### src/lsbp_pkg.sv
// ----------------------------------------------------------------------------
// LED start-bit stream packer: shared package
// Beat types, the queue entry between front and back, and frame constants.
// ----------------------------------------------------------------------------
package lsbp_pkg;

  // Largest LED count per frame that the block honors.
  localparam int unsigned MaxLeds = 4096;
  // Width of the LED count register.
  localparam int unsigned CountW  = 13;
  // Bits each LED adds: one start bit and three color bytes.
  localparam int unsigned LedBits = 25;

  // Input beat: one LED color.
  typedef struct packed {
    logic [7:0] red;
    logic [7:0] green;
    logic [7:0] blue;
  } in_beat_t;

  // Output beat: one byte of the serialized frame.
  typedef struct packed {
    logic [7:0] stream_byte;
    logic       item_done;
    logic       frame_done;
  } out_beat_t;

  // Work for one item, handed from front to back.
  typedef struct packed {
    logic [31:0] aligned;     // data bits left-aligned, zero padded below
    logic [2:0]  zero_bytes;  // leading zero header bytes (0, 6 or 7)
    logic [2:0]  data_bytes;  // bytes taken from aligned (3 or 4)
    logic        last;        // item closes the frame
  } entry_t;

endpackage

### src/lsbp_front.sv
// ----------------------------------------------------------------------------
// LED start-bit stream packer: front end
// Accepts color beats, tracks frame position and leftover bits, and builds
// one queue entry per item describing the bytes it produces.
// ----------------------------------------------------------------------------
module lsbp_front (
  input  logic                            clk_i,
  input  logic                            rst_ni,
  input  logic                            frame_len_we_i,
  input  logic [lsbp_pkg::CountW-1:0]     frame_len_i,
  input  logic                            in_valid_i,
  output logic                            in_ready_o,
  input  lsbp_pkg::in_beat_t              in_data_i,
  output logic                            push_o,
  output lsbp_pkg::entry_t                entry_o,
  input  logic                            full_i
);

  logic [lsbp_pkg::CountW-1:0] frame_len_q;
  logic [lsbp_pkg::CountW-1:0] leds_done_q, leds_done_d;
  logic [6:0]                  pend_bits_q, pend_bits_d;
  logic [2:0]                  pend_cnt_q, pend_cnt_d;

  logic [lsbp_pkg::CountW-1:0] eff;
  logic [lsbp_pkg::CountW:0]   done_inc;
  logic                        start;
  logic                        last;
  logic [2:0]                  lead;
  logic [2:0]                  c;
  logic [2:0]                  r;
  logic [6:0]                  p;
  logic [31:0]                 word;
  logic                        flush;

  assign in_ready_o = !full_i;
  assign push_o     = in_valid_i && !full_i;

  // Classify the item: header, packed word and frame end.
  always_comb begin
    if (frame_len_q == '0) begin
      eff = lsbp_pkg::CountW'(1);
    end else if (frame_len_q > lsbp_pkg::CountW'(lsbp_pkg::MaxLeds)) begin
      eff = lsbp_pkg::CountW'(lsbp_pkg::MaxLeds);
    end else begin
      eff = frame_len_q;
    end
    start    = (leds_done_q == '0);
    done_inc = {1'b0, leds_done_q} + {{lsbp_pkg::CountW{1'b0}}, 1'b1};
    last     = (done_inc >= {1'b0, eff});
    // Header length is 50 plus the padding that ends the frame on a byte;
    // its odd bits sit in front of the first LED like leftover bits.
    lead = 3'd6 - eff[2:0];
    c    = start ? (lead + 3'd2) : pend_cnt_q;
    p    = start ? 7'd0 : (pend_bits_q & ~(7'h7F << c));
    word = ({25'd0, p} << lsbp_pkg::LedBits) |
           {7'd0, 1'b1, in_data_i.blue, in_data_i.red, in_data_i.green};
    r     = c + 3'd1;
    flush = last && (r != 3'd0);

    entry_o.aligned    = word << (3'd7 - c);
    entry_o.zero_bytes = start ? ((lead >= 3'd6) ? 3'd7 : 3'd6) : 3'd0;
    entry_o.data_bytes = 3'd3 + {2'd0, (c == 3'd7)} + {2'd0, flush};
    entry_o.last       = last;

    leds_done_d = last ? '0 : done_inc[lsbp_pkg::CountW-1:0];
    pend_bits_d = last ? 7'd0 : (word[6:0] & ~(7'h7F << r));
    pend_cnt_d  = last ? 3'd0 : r;
  end

  // Configuration register.
  always_ff @(posedge clk_i or negedge rst_ni) begin
    if (!rst_ni) begin
      frame_len_q <= lsbp_pkg::CountW'(1);
    end else if (frame_len_we_i) begin
      frame_len_q <= frame_len_i;
    end
  end

  // Frame position and leftover bits advance on every accepted beat.
  always_ff @(posedge clk_i or negedge rst_ni) begin
    if (!rst_ni) begin
      leds_done_q <= '0;
      pend_bits_q <= '0;
      pend_cnt_q  <= '0;
    end else if (push_o) begin
      leds_done_q <= leds_done_d;
      pend_bits_q <= pend_bits_d;
      pend_cnt_q  <= pend_cnt_d;
    end
  end

endmodule

### src/lsbp_fifo.sv
// ----------------------------------------------------------------------------
// LED start-bit stream packer: work queue
// Two-entry queue that lets the front and back stall independently.
// ----------------------------------------------------------------------------
module lsbp_fifo (
  input  logic             clk_i,
  input  logic             rst_ni,
  input  logic             push_i,
  input  lsbp_pkg::entry_t entry_i,
  output logic             full_o,
  input  logic             pop_i,
  output logic             empty_o,
  output lsbp_pkg::entry_t head_o
);

  lsbp_pkg::entry_t slots_q [2];
  logic             wr_ptr_q, rd_ptr_q;
  logic [1:0]       count_q;

  assign full_o  = (count_q == 2'd2);
  assign empty_o = (count_q == 2'd0);
  assign head_o  = slots_q[rd_ptr_q];

  // Entry storage.
  always_ff @(posedge clk_i) begin
    if (push_i) begin
      slots_q[wr_ptr_q] <= entry_i;
    end
  end

  // Pointers and occupancy.
  always_ff @(posedge clk_i or negedge rst_ni) begin
    if (!rst_ni) begin
      wr_ptr_q <= 1'b0;
      rd_ptr_q <= 1'b0;
      count_q  <= 2'd0;
    end else begin
      if (push_i) begin
        wr_ptr_q <= !wr_ptr_q;
      end
      if (pop_i) begin
        rd_ptr_q <= !rd_ptr_q;
      end
      count_q <= count_q + {1'b0, push_i} - {1'b0, pop_i};
    end
  end

endmodule

### src/lsbp_back.sv
// ----------------------------------------------------------------------------
// LED start-bit stream packer: back end
// Walks the head entry into the output register, one byte per unstalled cycle.
// ----------------------------------------------------------------------------
module lsbp_back (
  input  logic                clk_i,
  input  logic                rst_ni,
  input  logic                empty_i,
  input  lsbp_pkg::entry_t    head_i,
  output logic                pop_o,
  output logic                out_valid_o,
  input  logic                out_ready_i,
  output lsbp_pkg::out_beat_t out_data_o
);

  logic [3:0]          step_q, step_d;
  logic                out_valid_q;
  lsbp_pkg::out_beat_t out_q;
  lsbp_pkg::out_beat_t beat;
  logic                advance;
  logic [3:0]          total;
  logic [1:0]          rel;
  logic [7:0]          data_byte;

  assign out_valid_o = out_valid_q;
  assign out_data_o  = out_q;
  assign advance     = !empty_i && (!out_valid_q || out_ready_i);

  // Pick the byte at the current step of the head entry.
  always_comb begin
    total = {1'b0, head_i.zero_bytes} + {1'b0, head_i.data_bytes};
    rel   = step_q[1:0] - head_i.zero_bytes[1:0];
    unique case (rel)
      2'd0:    data_byte = head_i.aligned[31:24];
      2'd1:    data_byte = head_i.aligned[23:16];
      2'd2:    data_byte = head_i.aligned[15:8];
      default: data_byte = head_i.aligned[7:0];
    endcase
    beat.stream_byte = (step_q < {1'b0, head_i.zero_bytes}) ? 8'd0 : data_byte;
    beat.item_done   = (step_q == total - 4'd1);
    beat.frame_done  = beat.item_done && head_i.last;
    pop_o            = advance && beat.item_done;
    step_d           = beat.item_done ? 4'd0 : step_q + 4'd1;
  end

  // Step counter within the head entry.
  always_ff @(posedge clk_i or negedge rst_ni) begin
    if (!rst_ni) begin
      step_q <= 4'd0;
    end else if (advance) begin
      step_q <= step_d;
    end
  end

  // Output register: holds a beat until the receiver takes it.
  always_ff @(posedge clk_i or negedge rst_ni) begin
    if (!rst_ni) begin
      out_valid_q <= 1'b0;
    end else if (advance) begin
      out_valid_q <= 1'b1;
    end else if (out_ready_i) begin
      out_valid_q <= 1'b0;
    end
  end

  always_ff @(posedge clk_i) begin
    if (advance) begin
      out_q <= beat;
    end
  end

endmodule

### src/led_start_bit_stream_packer_top.sv
// ----------------------------------------------------------------------------
// LED start-bit stream packer: top level
// Packs LED colors into an MSB-first byte stream with a zero header per frame.
// ----------------------------------------------------------------------------
// Usage:
// The input channel takes one LED color per beat (red, green, blue). The
// output channel gives one stream byte per beat, flagged with item_done on
// the last byte an item causes and frame_done on the last byte of a frame.
// Each LED adds a start bit and 24 data bits sent blue, red, green; a frame
// opens with 50 to 57 zero bits so it ends on a byte boundary.
// The user writes the frame length through frame_len_we_i only while the
// block is idle; the block itself does not enforce this. The first byte
// of an item passes through the queue, then the output register. Output is
// one byte per cycle while the receiver keeps up, set by the serializer in
// the back end: 3 to 4 bytes per LED, 9 to 10 for the first of a frame.
// A two-entry queue sits between the front end and the serializer, so input
// beats keep being accepted while output bytes wait; when the receiver
// stalls, the output register holds its byte and the queue fills, after
// which in_ready_o drops.
// Reset empties the queue, starts a new frame and sets the frame length to one.
// ----------------------------------------------------------------------------
module led_start_bit_stream_packer_top (
  input  logic                        clk_i,
  input  logic                        rst_ni,
  input  logic                        frame_len_we_i,
  input  logic [lsbp_pkg::CountW-1:0] frame_len_i,
  input  logic                        in_valid_i,
  output logic                        in_ready_o,
  input  lsbp_pkg::in_beat_t          in_data_i,
  output logic                        out_valid_o,
  input  logic                        out_ready_i,
  output lsbp_pkg::out_beat_t         out_data_o
);

  logic             push;
  logic             pop;
  logic             full;
  logic             empty;
  lsbp_pkg::entry_t entry;
  lsbp_pkg::entry_t head;

  // Front end: classification and frame state.
  lsbp_front u_front (
    .clk_i          (clk_i),
    .rst_ni         (rst_ni),
    .frame_len_we_i (frame_len_we_i),
    .frame_len_i    (frame_len_i),
    .in_valid_i     (in_valid_i),
    .in_ready_o     (in_ready_o),
    .in_data_i      (in_data_i),
    .push_o         (push),
    .entry_o        (entry),
    .full_i         (full)
  );

  // Work queue between the two halves.
  lsbp_fifo u_fifo (
    .clk_i   (clk_i),
    .rst_ni  (rst_ni),
    .push_i  (push),
    .entry_i (entry),
    .full_o  (full),
    .pop_i   (pop),
    .empty_o (empty),
    .head_o  (head)
  );

  // Back end: byte serializer.
  lsbp_back u_back (
    .clk_i       (clk_i),
    .rst_ni      (rst_ni),
    .empty_i     (empty),
    .head_i      (head),
    .pop_o       (pop),
    .out_valid_o (out_valid_o),
    .out_ready_i (out_ready_i),
    .out_data_o  (out_data_o)
  );

endmodule

### config.mk
export PLATFORM = sky130hd
export DESIGN_NAME = led_start_bit_stream_packer_top
export DESIGN_NICKNAME = d
export VERILOG_FILES = /design/src/lsbp_pkg.sv /design/src/lsbp_front.sv /design/src/lsbp_fifo.sv /design/src/lsbp_back.sv /design/src/led_start_bit_stream_packer_top.sv
export SDC_FILE = /design/constraint.sdc
export NUM_CORES = 1
export LEC_CHECK = 0
export BUFFER_PORTS_ARGS = -buffer_cell sky130_fd_sc_hd__buf_2
export CAP_MARGIN = 30
export CORE_MARGIN = 3
export CORE_UTILIZATION = 35
export CTS_CLUSTER_DIAMETER = 50
export DETAILED_ROUTE_END_ITERATION = 16
export SYNTH_ARGS = -nofsm -noshare
export SYNTH_HDL_FRONTEND = slang
export SYNTH_SLANG_ARGS = --single-unit
### constraint.sdc
create_clock -name clk_i -period 7.1 [get_ports clk_i]
set_clock_uncertainty 0.2 [all_clocks]
set_input_delay 1.42 -clock clk_i [delete_from_list [all_inputs] [get_ports clk_i]]
set_output_delay 1.42 -clock clk_i [all_outputs]
set_load 0.02 [all_outputs]
# Word-level counts from Yosys, hierarchy flattened
# Memory sizes are Yosys's and may differ from the RTL's.
# Cells that the tools add are included.
[word_totals]
mem_bits_rw = 78
latch_bits = 0
in_bits = 42
n_memories = 1
register_bits = 55
mem_bits_ro = 0
[op_classes]
add_sub_neg = 13
n_eq_ne = 5
n_reduce_logical = 17
n_div = 0
shifts = 3
n_lt_le_gt_ge = 4
mux = 15
n_bitwise = 5
n_mul = 0
[memory_table]
columns = ["memory", "words", "word_bits", "read_ports", "rd_clocked_by_memory_dff", "write_ports", "line", "text"]
rows = [
  ["u_fifo.slots_q", 2, 39, 1, 0, 1, "lsbp_fifo.sv:16", "lsbp_pkg::entry_t slots_q [2];"],
]
[op_table]
columns = ["cell", "count"]
rows = [
  ["$mux W13", 3],
  ["$or A32 B25 Y32", 1],
  ["$shl A32 B3 Y32", 1],
  ["$logic_not A13 Y1", 2],
  ["$pmux W8 S3", 1],
  ["$add A13 B1 Y14 const B", 1],
  ["$and A7 B7 Y7", 2],
  ["$ge A14 B13 Y1", 1],
  ["$mux W7", 2],
  ["$not A7 Y7", 2],
  ["$shl A7 B3 Y7 const A", 2],
  ["$gt A13 B13 Y1 const B", 1],
  ["$mux W3", 3],
  ["$sub A3 B3 Y3 const A", 2],
  ["$logic_and A1 B1 Y1", 5],
  ["$logic_not A1 Y1", 5],
  ["$mux W1", 5],
  ["$add A3 B3 Y4", 1],
  ["$add A4 B1 Y4 const B", 1],
  ["$eq A2 B2 Y1 const B", 2],
  ["$eq A4 B4 Y1", 1],
  ["$logic_not A2 Y1", 2],
  ["$lt A4 B3 Y1", 1],
  ["$mux W4", 1],
  ["other kinds (14)", 14],
]

# Depth between registers and ports, before layout
# Gate-level depths: netlist of run 1.
[logic_depth]
depth_word = 13
ltp_mapped = 17
ltp_nobuf = 15

# By module
# Synthesis of run 1 repeated with hierarchy kept, for this count alone.
[unflattened]
cells_unflattened = 658
hier_area_um2 = 7900.1
[modules_own_cells]
columns = ["mod", "n_inst", "cells_each", "seq_area_each_um2", "area_per_inst_um2"]
rows = [
  ["lsbp_front", 1, 444, 902.1, 3860.0],
  ["lsbp_fifo", 1, 136, 2442.3, 3022.9],
  ["lsbp_back", 1, 78, 425.4, 1017.2],
]

# Least setup slack after synthesis of run 1
# Ideal clock, no wire load.
[synth_timing]
kind = "register -> register"
from = "register u_fifo.rd_ptr_q"
to = "register u_fifo.count_q[1]"
stages_incl_launch_ff = 18
slack_ns = 2.828
arrival_ns = 3.992
t_required_ns = 6.820
path_buffers = 2
setup_time_ns = 0.080
path_cell_list = "dfrtp_1 clkbuf_1 clkbuf_1 mux2i_1 ha_1 inv_1 ha_1 inv_1 fa_1 xor2_1 xnor2_1 nor4_1 and2_1 ha_1 inv_1 ha_1 xnor2_1 xnor2_1"
[synth_rtl]
columns = ["item", "line", "text"]
rows = [
  ["start, declared", "lsbp_fifo.sv:17", "logic wr_ptr_q, rd_ptr_q;"],
  ["start signal, assigned", "lsbp_fifo.sv:42", "rd_ptr_q <= !rd_ptr_q;"],
  ["end signal, assigned", "lsbp_fifo.sv:44", "count_q <= count_q + {1'b0, push_i} - {1'b0, pop_i};"],
  ["end, declared", "lsbp_fifo.sv:18", "logic [1:0] count_q;"],
]

==> flow_metrics.env, run 1 <==
export IMPL_path_max_fanout=15
export IMPL_synth_ff_type="edfxtp_1"
export IMPL_worst_setup_path_start_kind="flip-flop"
export IMPL_setup_viol_count_final=0
export IMPL_switching_power_w=0.001600
export IMPL_min_period_over_period=0.6278
export IMPL_synth_largest_area_cell="edfxtp_1"
export IMPL_overflow=0
export IMPL_cts_resized=0
export IMPL_antenna_found_initial=0
export IMPL_hp_class="reg -> reg"
export IMPL_holdBufCountCts=0
export IMPL_drcViolationCount=0
export IMPL_core_area_sq_mm=0.02049
export IMPL_cts_sinks=131
export IMPL_internal_power_w=0.002591
export IMPL_routed_wl_um=16810
export IMPL_power_switching_share=0.3818
export IMPL_syn_cell_area_sq_mm=0.007403
export IMPL_hold_violations=0
export IMPL_fin_hold_ws_ps=311.6
export IMPL_final_util=0.4146
export IMPL_cts_tree="done"
export IMPL_die_x_um=151.4
export IMPL_cp_end_kind="flip-flop"
export IMPL_cts_inserted_buffers=17
export IMPL_worstSetupPathType="reg -> reg"
export IMPL_clockPowerShare=0.208
export IMPL_seq_power_share=0.337
export IMPL_synthesis_nets=686
export IMPL_avgSynthCellArea_sq_um=12.22
export IMPL_drv_slew=0
export IMPL_insertion_delay_ps=410
export IMPL_grt_pass1_wl_um=27190
export IMPL_layout_common_cells="edfxtp_1 (86), nand2_1 (73), mux2i_1 (63), buf_2 (54), dfrtp_1 (44)"
export IMPL_vias=4974
export IMPL_ys_ff_latch=131
export IMPL_syn2layout_area_growth_pct=14.77
export IMPL_rows=52
export IMPL_ys_warn_count=0
export IMPL_synth_area_top_cells="edfxtp_1 (35%), dfrtp_1 (15%), mux2i_1 (8.5%)"
export IMPL_design_area_sq_mm=0.008497
export IMPL_vdd_drop_max_mv=0.2831
export IMPL_ant_nets=0
export IMPL_cts_root_buf="clkbuf_16"
export IMPL_fmax_mhz=224.3
export IMPL_hpwlAfterDp_um=12450
export IMPL_grt_use_total=0.1536
export IMPL_io_pins=54
export IMPL_place_area_sq_mm=0.007901
export IMPL_cts_max_path_buffers=2
export IMPL_max_cap_violations=0
export IMPL_min_path_cells=2
export IMPL_yosysTopAreaCellShare=0.3488
export IMPL_htreeDepth=4
export IMPL_drtPass1Iterations=5
export IMPL_die_h_um=151.4
export IMPL_rsz0062_at_grt="no"
export IMPL_tns_ps=0
export IMPL_min_period_ps=4458
export IMPL_power_density_mw_per_mm2=493.2
export IMPL_yosysSeqAreaShare=0.5011
export IMPL_viasPerCell=5.303
export IMPL_clk_pin_slew_ps=60
export IMPL_cts_setup_buffers=0
export IMPL_die_area_sq_mm=0.02293
export IMPL_arrival_ps=4590
export IMPL_relSlewSlack=0.3677
export IMPL_rr_worst_depth=15
export IMPL_drtIter0Drc=328
export IMPL_p_leak_nw=3.371
export IMPL_n_antenna_cell=0
export IMPL_worst_pin_slew_ps=928.6
export IMPL_status="finished, final reports clean"
export IMPL_wl_per_cell_um=17.92
export IMPL_io_buffers=53
export IMPL_final_common_cell="edfxtp_1"
export IMPL_fin_nets=735
export IMPL_synth_edf_count=86
export IMPL_synth_async_reset_ratio=0.3435
export IMPL_synthCells=606
export IMPL_drive_gt1_frac=0.2186
export IMPL_grt_start_max_net_pins=41
export IMPL_grt_pass1_vias=5102
export IMPL_cp_required_ps=7240
export IMPL_finalWeightedCongestion=0.9313
export IMPL_start_util=0.3612
export IMPL_power_frac_comb=0.455
export IMPL_synth_cell_type_count=65
-- metal layers --
metal  GRT usage  share of wire  routed length (um)
met5           0              0                   0
met3     0.03651          0.054                 907
met4     0.05258          0.011                 188
met2      0.2349           0.47                7879
met1      0.2146           0.47                7837
-- sequential cells by signal, summed over array words and instances, names as in the netlist --
register	cells
u_fifo.slots_q	76
u_front.frame_len_q	13
u_front.leds_done_q	13
u_back.out_data_o	10
u_front.pend_bits_q	7
u_back.step_q	4
u_front.pend_cnt_q	3
u_fifo.count_q	2
u_back.out_valid_o	1
u_fifo.rd_ptr_q	1
u_fifo.wr_ptr_q	1
-- final cells by class --
cell class,instances,area (sq um)
inverter,36,141.4
sequential,131,3710
fill,1925,12000
clock inverter,15,170.2
timing repair buffer,58,332.8
clock buffer,17,425.4
multi-input combinational,411,3379
tap,270,337.8
-- cells by family (layout without fill, tap and decap cells) --
| family | count (synthesis) | after routing | synth area share |
|---|---|---|---|
| flip-flops | 131 | 131 | 0.5011 |
| buffers and inverters | 64 | 126 | 0.04276 |
| multiplexers | 117 | 117 | 0.1974 |
| adder cells (fa/ha/maj) | 38 | 38 | 0.06625 |
| XOR/XNOR | 17 | 17 | 0.02011 |
| AO/OA/AOI/OAI | 92 | 92 | 0.08079 |
| AND/OR/NAND/NOR | 147 | 147 | 0.09160 |
-- final timing paths --
check                                                   start                                  to  slack [ps]
min reg2reg                u_front.pend_bits_q[6]$_DFFE_PN0P_  u_front.pend_bits_q[6]$_DFFE_PN0P_         310
min                        u_front.pend_bits_q[6]$_DFFE_PN0P_  u_front.pend_bits_q[6]$_DFFE_PN0P_         310
max                               u_fifo.rd_ptr_q$_DFFE_PN0P_         u_fifo.count_q[1]$_DFF_PN0_        2640
max reg2reg                       u_fifo.rd_ptr_q$_DFFE_PN0P_         u_fifo.count_q[1]$_DFF_PN0_        2640
max in group asynchronous                              rst_ni  u_front.frame_len_q[0]$_DFFE_PN1P_        5540
min in group asynchronous                              rst_ni  u_front.leds_done_q[8]$_DFFE_PN0P_         650
-- power by group through the flow --
stage          clock network, W  logic, W  registers [W]
2_1_floorplan                 0   0.00146        0.00138
3_3_place_gp                  0   0.00183        0.00141
3_5_place_dp                  0   0.00191        0.00143
4_1_cts                0.000890   0.00193        0.00141
5_1_grt                0.000928   0.00211        0.00145
6_report               0.000871   0.00191        0.00141
-- per-stage QoR --
step / total power [W] / instances / setup WS (ps)
2_1_floorplan: 0.002843 / 606 / 2828
3_3_place_gp: 0.003241 / 903 / 2720
3_5_place_dp: 0.003341 / 906 / 2597
4_1_cts: 0.004233 / 938 / 2594
5_1_grt: 0.004482 / 938 / 2203
6_report: 0.004191 / 938 / 2642
-- critical path: stages (launching register included) --
cell	delay [ps]
dfrtp_1	900
mux2i_1	490
ha_1	310
inv_1	60
ha_1	130
inv_1	50
fa_1	370
xor2_1	190
xnor2_1	120
nor4_1	600
and2_1	270
ha_1	240
inv_1	50
ha_1	140
xnor2_1	130
xnor2_1	130
-- cell usage after synthesis, types with 13 or more instances --
master    count
mux2i_1      63
o21ai_0      21
dfrtp_1      44
mux4_2       16
edfxtp_1     86
nor2_1       24
mux2_2       19
inv_1        30
mux2_1       13
ha_1         36
nand2_1      73
o22ai_1      15
nand3_1      19
(Power assumes the default switching activity.)
==> inputs of run 2 (changes only) <==
==> constraint.sdc (replaced) <==
create_clock -name clk_i -period 4.21 [get_ports clk_i]
set_clock_uncertainty 0.2 [all_clocks]
set_input_delay 0.842 -clock clk_i [delete_from_list [all_inputs] [get_ports clk_i]]
set_output_delay 0.842 -clock clk_i [all_outputs]
set_load 0.02 [all_outputs]
==> run 2 against run 1 <==
Cell count up 1.1%. Register-to-register slack worse by 2400 ps. Wire length up 3.0%. First-iteration DRC count down 9.5%. Non-clock buffer count up 10. Clock power up 58%. Sequential power up 67%. Combinational power up 70%. Highest routed layer unchanged.
==> flow_metrics.env, run 2 (synthesis gave the netlist of run 1 again) <==
export IMPL_clk_pin_slew_ps=60
export IMPL_cts_inserted_buffers=17
export IMPL_path_max_fanout=24
export IMPL_cts_tree="done"
export IMPL_power_density_mw_per_mm2=820.4
export IMPL_cts_sinks=131
export IMPL_setup_viol_count_final=0
export IMPL_grt_pass1_vias=5009
export IMPL_grt_start_max_net_pins=39
export IMPL_setup_slack_ps=265.2
export IMPL_hpwlAfterDp_um=13210
export IMPL_vdd_drop_max_mv=0.3403
export IMPL_largestRegisters="u_fifo.slots_q x76, u_front.frame_len_q x13, u_front.leds_done_q x13"
export IMPL_fin_hold_ws_ps=226.5
export IMPL_pre_cts_slack_ps=323.4
export IMPL_final_common_cell="edfxtp_1"
export IMPL_path_cells="nor4_1, a32o_2, inv_2, ha_1, inv_1, ha_1, mux2i_4, inv_4, mux2i_1, mux2_1, a222oi_1"
export IMPL_grt_use_total=0.1597
export IMPL_vias=4998
export IMPL_start_util=0.3612
export IMPL_status="finished, final reports clean"
export IMPL_rows=52
export IMPL_antenna_found_initial=0
export IMPL_arrival_ps=3940
export IMPL_rr_worst_depth=11
export IMPL_drcViolationCount=0
export IMPL_finalWeightedCongestion=0.8958
export IMPL_worst_pin_slew_ps=947.8
export IMPL_core_area_sq_mm=0.02049
export IMPL_holdBufCountCts=0
export IMPL_p_leak_nw=3.391
export IMPL_cts_setup_buffers=0
export IMPL_die_area_sq_mm=0.02293
export IMPL_cts_resized=0
export IMPL_n_antenna_cell=0
export IMPL_worst_setup_path_start_kind="flip-flop"
export IMPL_cts_max_path_buffers=2
export IMPL_syn2layout_area_growth_pct=15.11
export IMPL_cp_end_kind="flip-flop"
export IMPL_drv_slew=0
export IMPL_drtPass1Iterations=5
export IMPL_worstSetupPathType="reg -> reg"
export IMPL_io_pins=54
export IMPL_drive_gt1_frac=0.2301
export IMPL_final_cells=948
export IMPL_crit_path_top_delay_cell="dfrtp_1"
export IMPL_die_x_um=151.4
export IMPL_routed_wl_um=17310
export IMPL_cp_common_cell="ha_1"
export IMPL_drtIter0Drc=297
export IMPL_viasPerCell=5.272
export IMPL_slowest_delay_ps=400
export IMPL_relSlewSlack=0.3643
export IMPL_reg2reg_slack_ps=270
export IMPL_largest_reg_flops=76
export IMPL_max_cap_violations=0
export IMPL_die_h_um=151.4
export IMPL_layout_common_cells="edfxtp_1 (86), nand2_1 (73), mux2i_1 (63), buf_2 (53), dfrtp_1 (44)"
export IMPL_insertion_delay_ps=410
export IMPL_cts_root_buf="clkbuf_16"
export IMPL_wl_per_cell_um=18.26
export IMPL_fin_nets=745
export IMPL_rsz0062_at_grt="no"
export IMPL_largest_register="u_fifo.slots_q"
export IMPL_overflow=0
export IMPL_dpl_cell_count=916
export IMPL_fmax_mhz=253.5
export IMPL_cp_required_ps=4210
export IMPL_tns_ps=0
export IMPL_io_buffers=53
export IMPL_min_period_over_period=0.9370
export IMPL_ant_nets=0
export IMPL_htreeDepth=4
export IMPL_min_period_ps=3945
export IMPL_final_util=0.4158
export IMPL_hold_violations=0
export IMPL_grt_pass1_wl_um=27810
export IMPL_hp_class="in -> async"
-- run 2: layout make-up --
| cell class | count | area (sq um) |
|---|---|---|
| inverter | 36 | 141.4 |
| tap | 270 | 337.8 |
| clock inverter | 15 | 130.1 |
| multi-input combinational | 411 | 3379 |
| timing repair buffer | 68 | 397.9 |
| sequential | 131 | 3710 |
| fill | 1946 | 11970 |
| clock buffer | 17 | 425.4 |
-- run 2: path summary, 6_finish.rpt --
kind,startpoint,to
max in group asynchronous,rst_ni,u_front.frame_len_q[0]$_DFFE_PN1P_
worst max-delay path,u_front.frame_len_q[5]$_DFFE_PN0P_,u_fifo.slots_q[1][26]$_DFFE_PP_
worst min-delay path,rst_ni,u_front.leds_done_q[7]$_DFFE_PN0P_
min in group clk_i,u_back.out_valid_o$_DFFE_PN0P_,u_back.out_valid_o$_DFFE_PN0P_
worst max register to register,u_front.frame_len_q[5]$_DFFE_PN0P_,u_fifo.slots_q[1][26]$_DFFE_PP_
worst min register to register,u_back.out_valid_o$_DFFE_PN0P_,u_back.out_valid_o$_DFFE_PN0P_
-- run 2: critical path, delay by kind of cell, from the launching register on --
| family | cells | cell delay [ps] |
|---|---|---|
| AOI/OAI and AO/OA | 2 | 740 |
| adders and majority gates | 2 | 740 |
| buffers and inverters | 3 | 420 |
| DFF | 1 | 400 |
| muxes | 3 | 880 |
| and+or+nand+nor | 1 | 340 |
-- run 2: routing by layer --
| layer | vias up | wire length [um] | GRT usage |
|---|---|---|---|
| met4 | 0 | 260 | 0.04669 |
| met1 | 2463 | 7989 | 0.2210 |
| li1 | 2377 | - | - |
| met5 | - | 0 | 0 |
| met3 | 22 | 914 | 0.04069 |
| met2 | 136 | 8147 | 0.2483 |
-- run 2: power breakdown --
part           internal, W  switching (W)
Clock             0.000814       0.000570
Sequential         0.00207       0.000287
Combinational      0.00142        0.00183
Total              0.00431        0.00269
-- run 2: per-stage QoR --
step	instance area (sq um)	power, W
finish	8522	0.006991
global route	8522	0.007494
CTS	8522	0.007048
detailed placement	7966	0.005650
global placement	7939	0.005545
floorplan	7405	0.004796
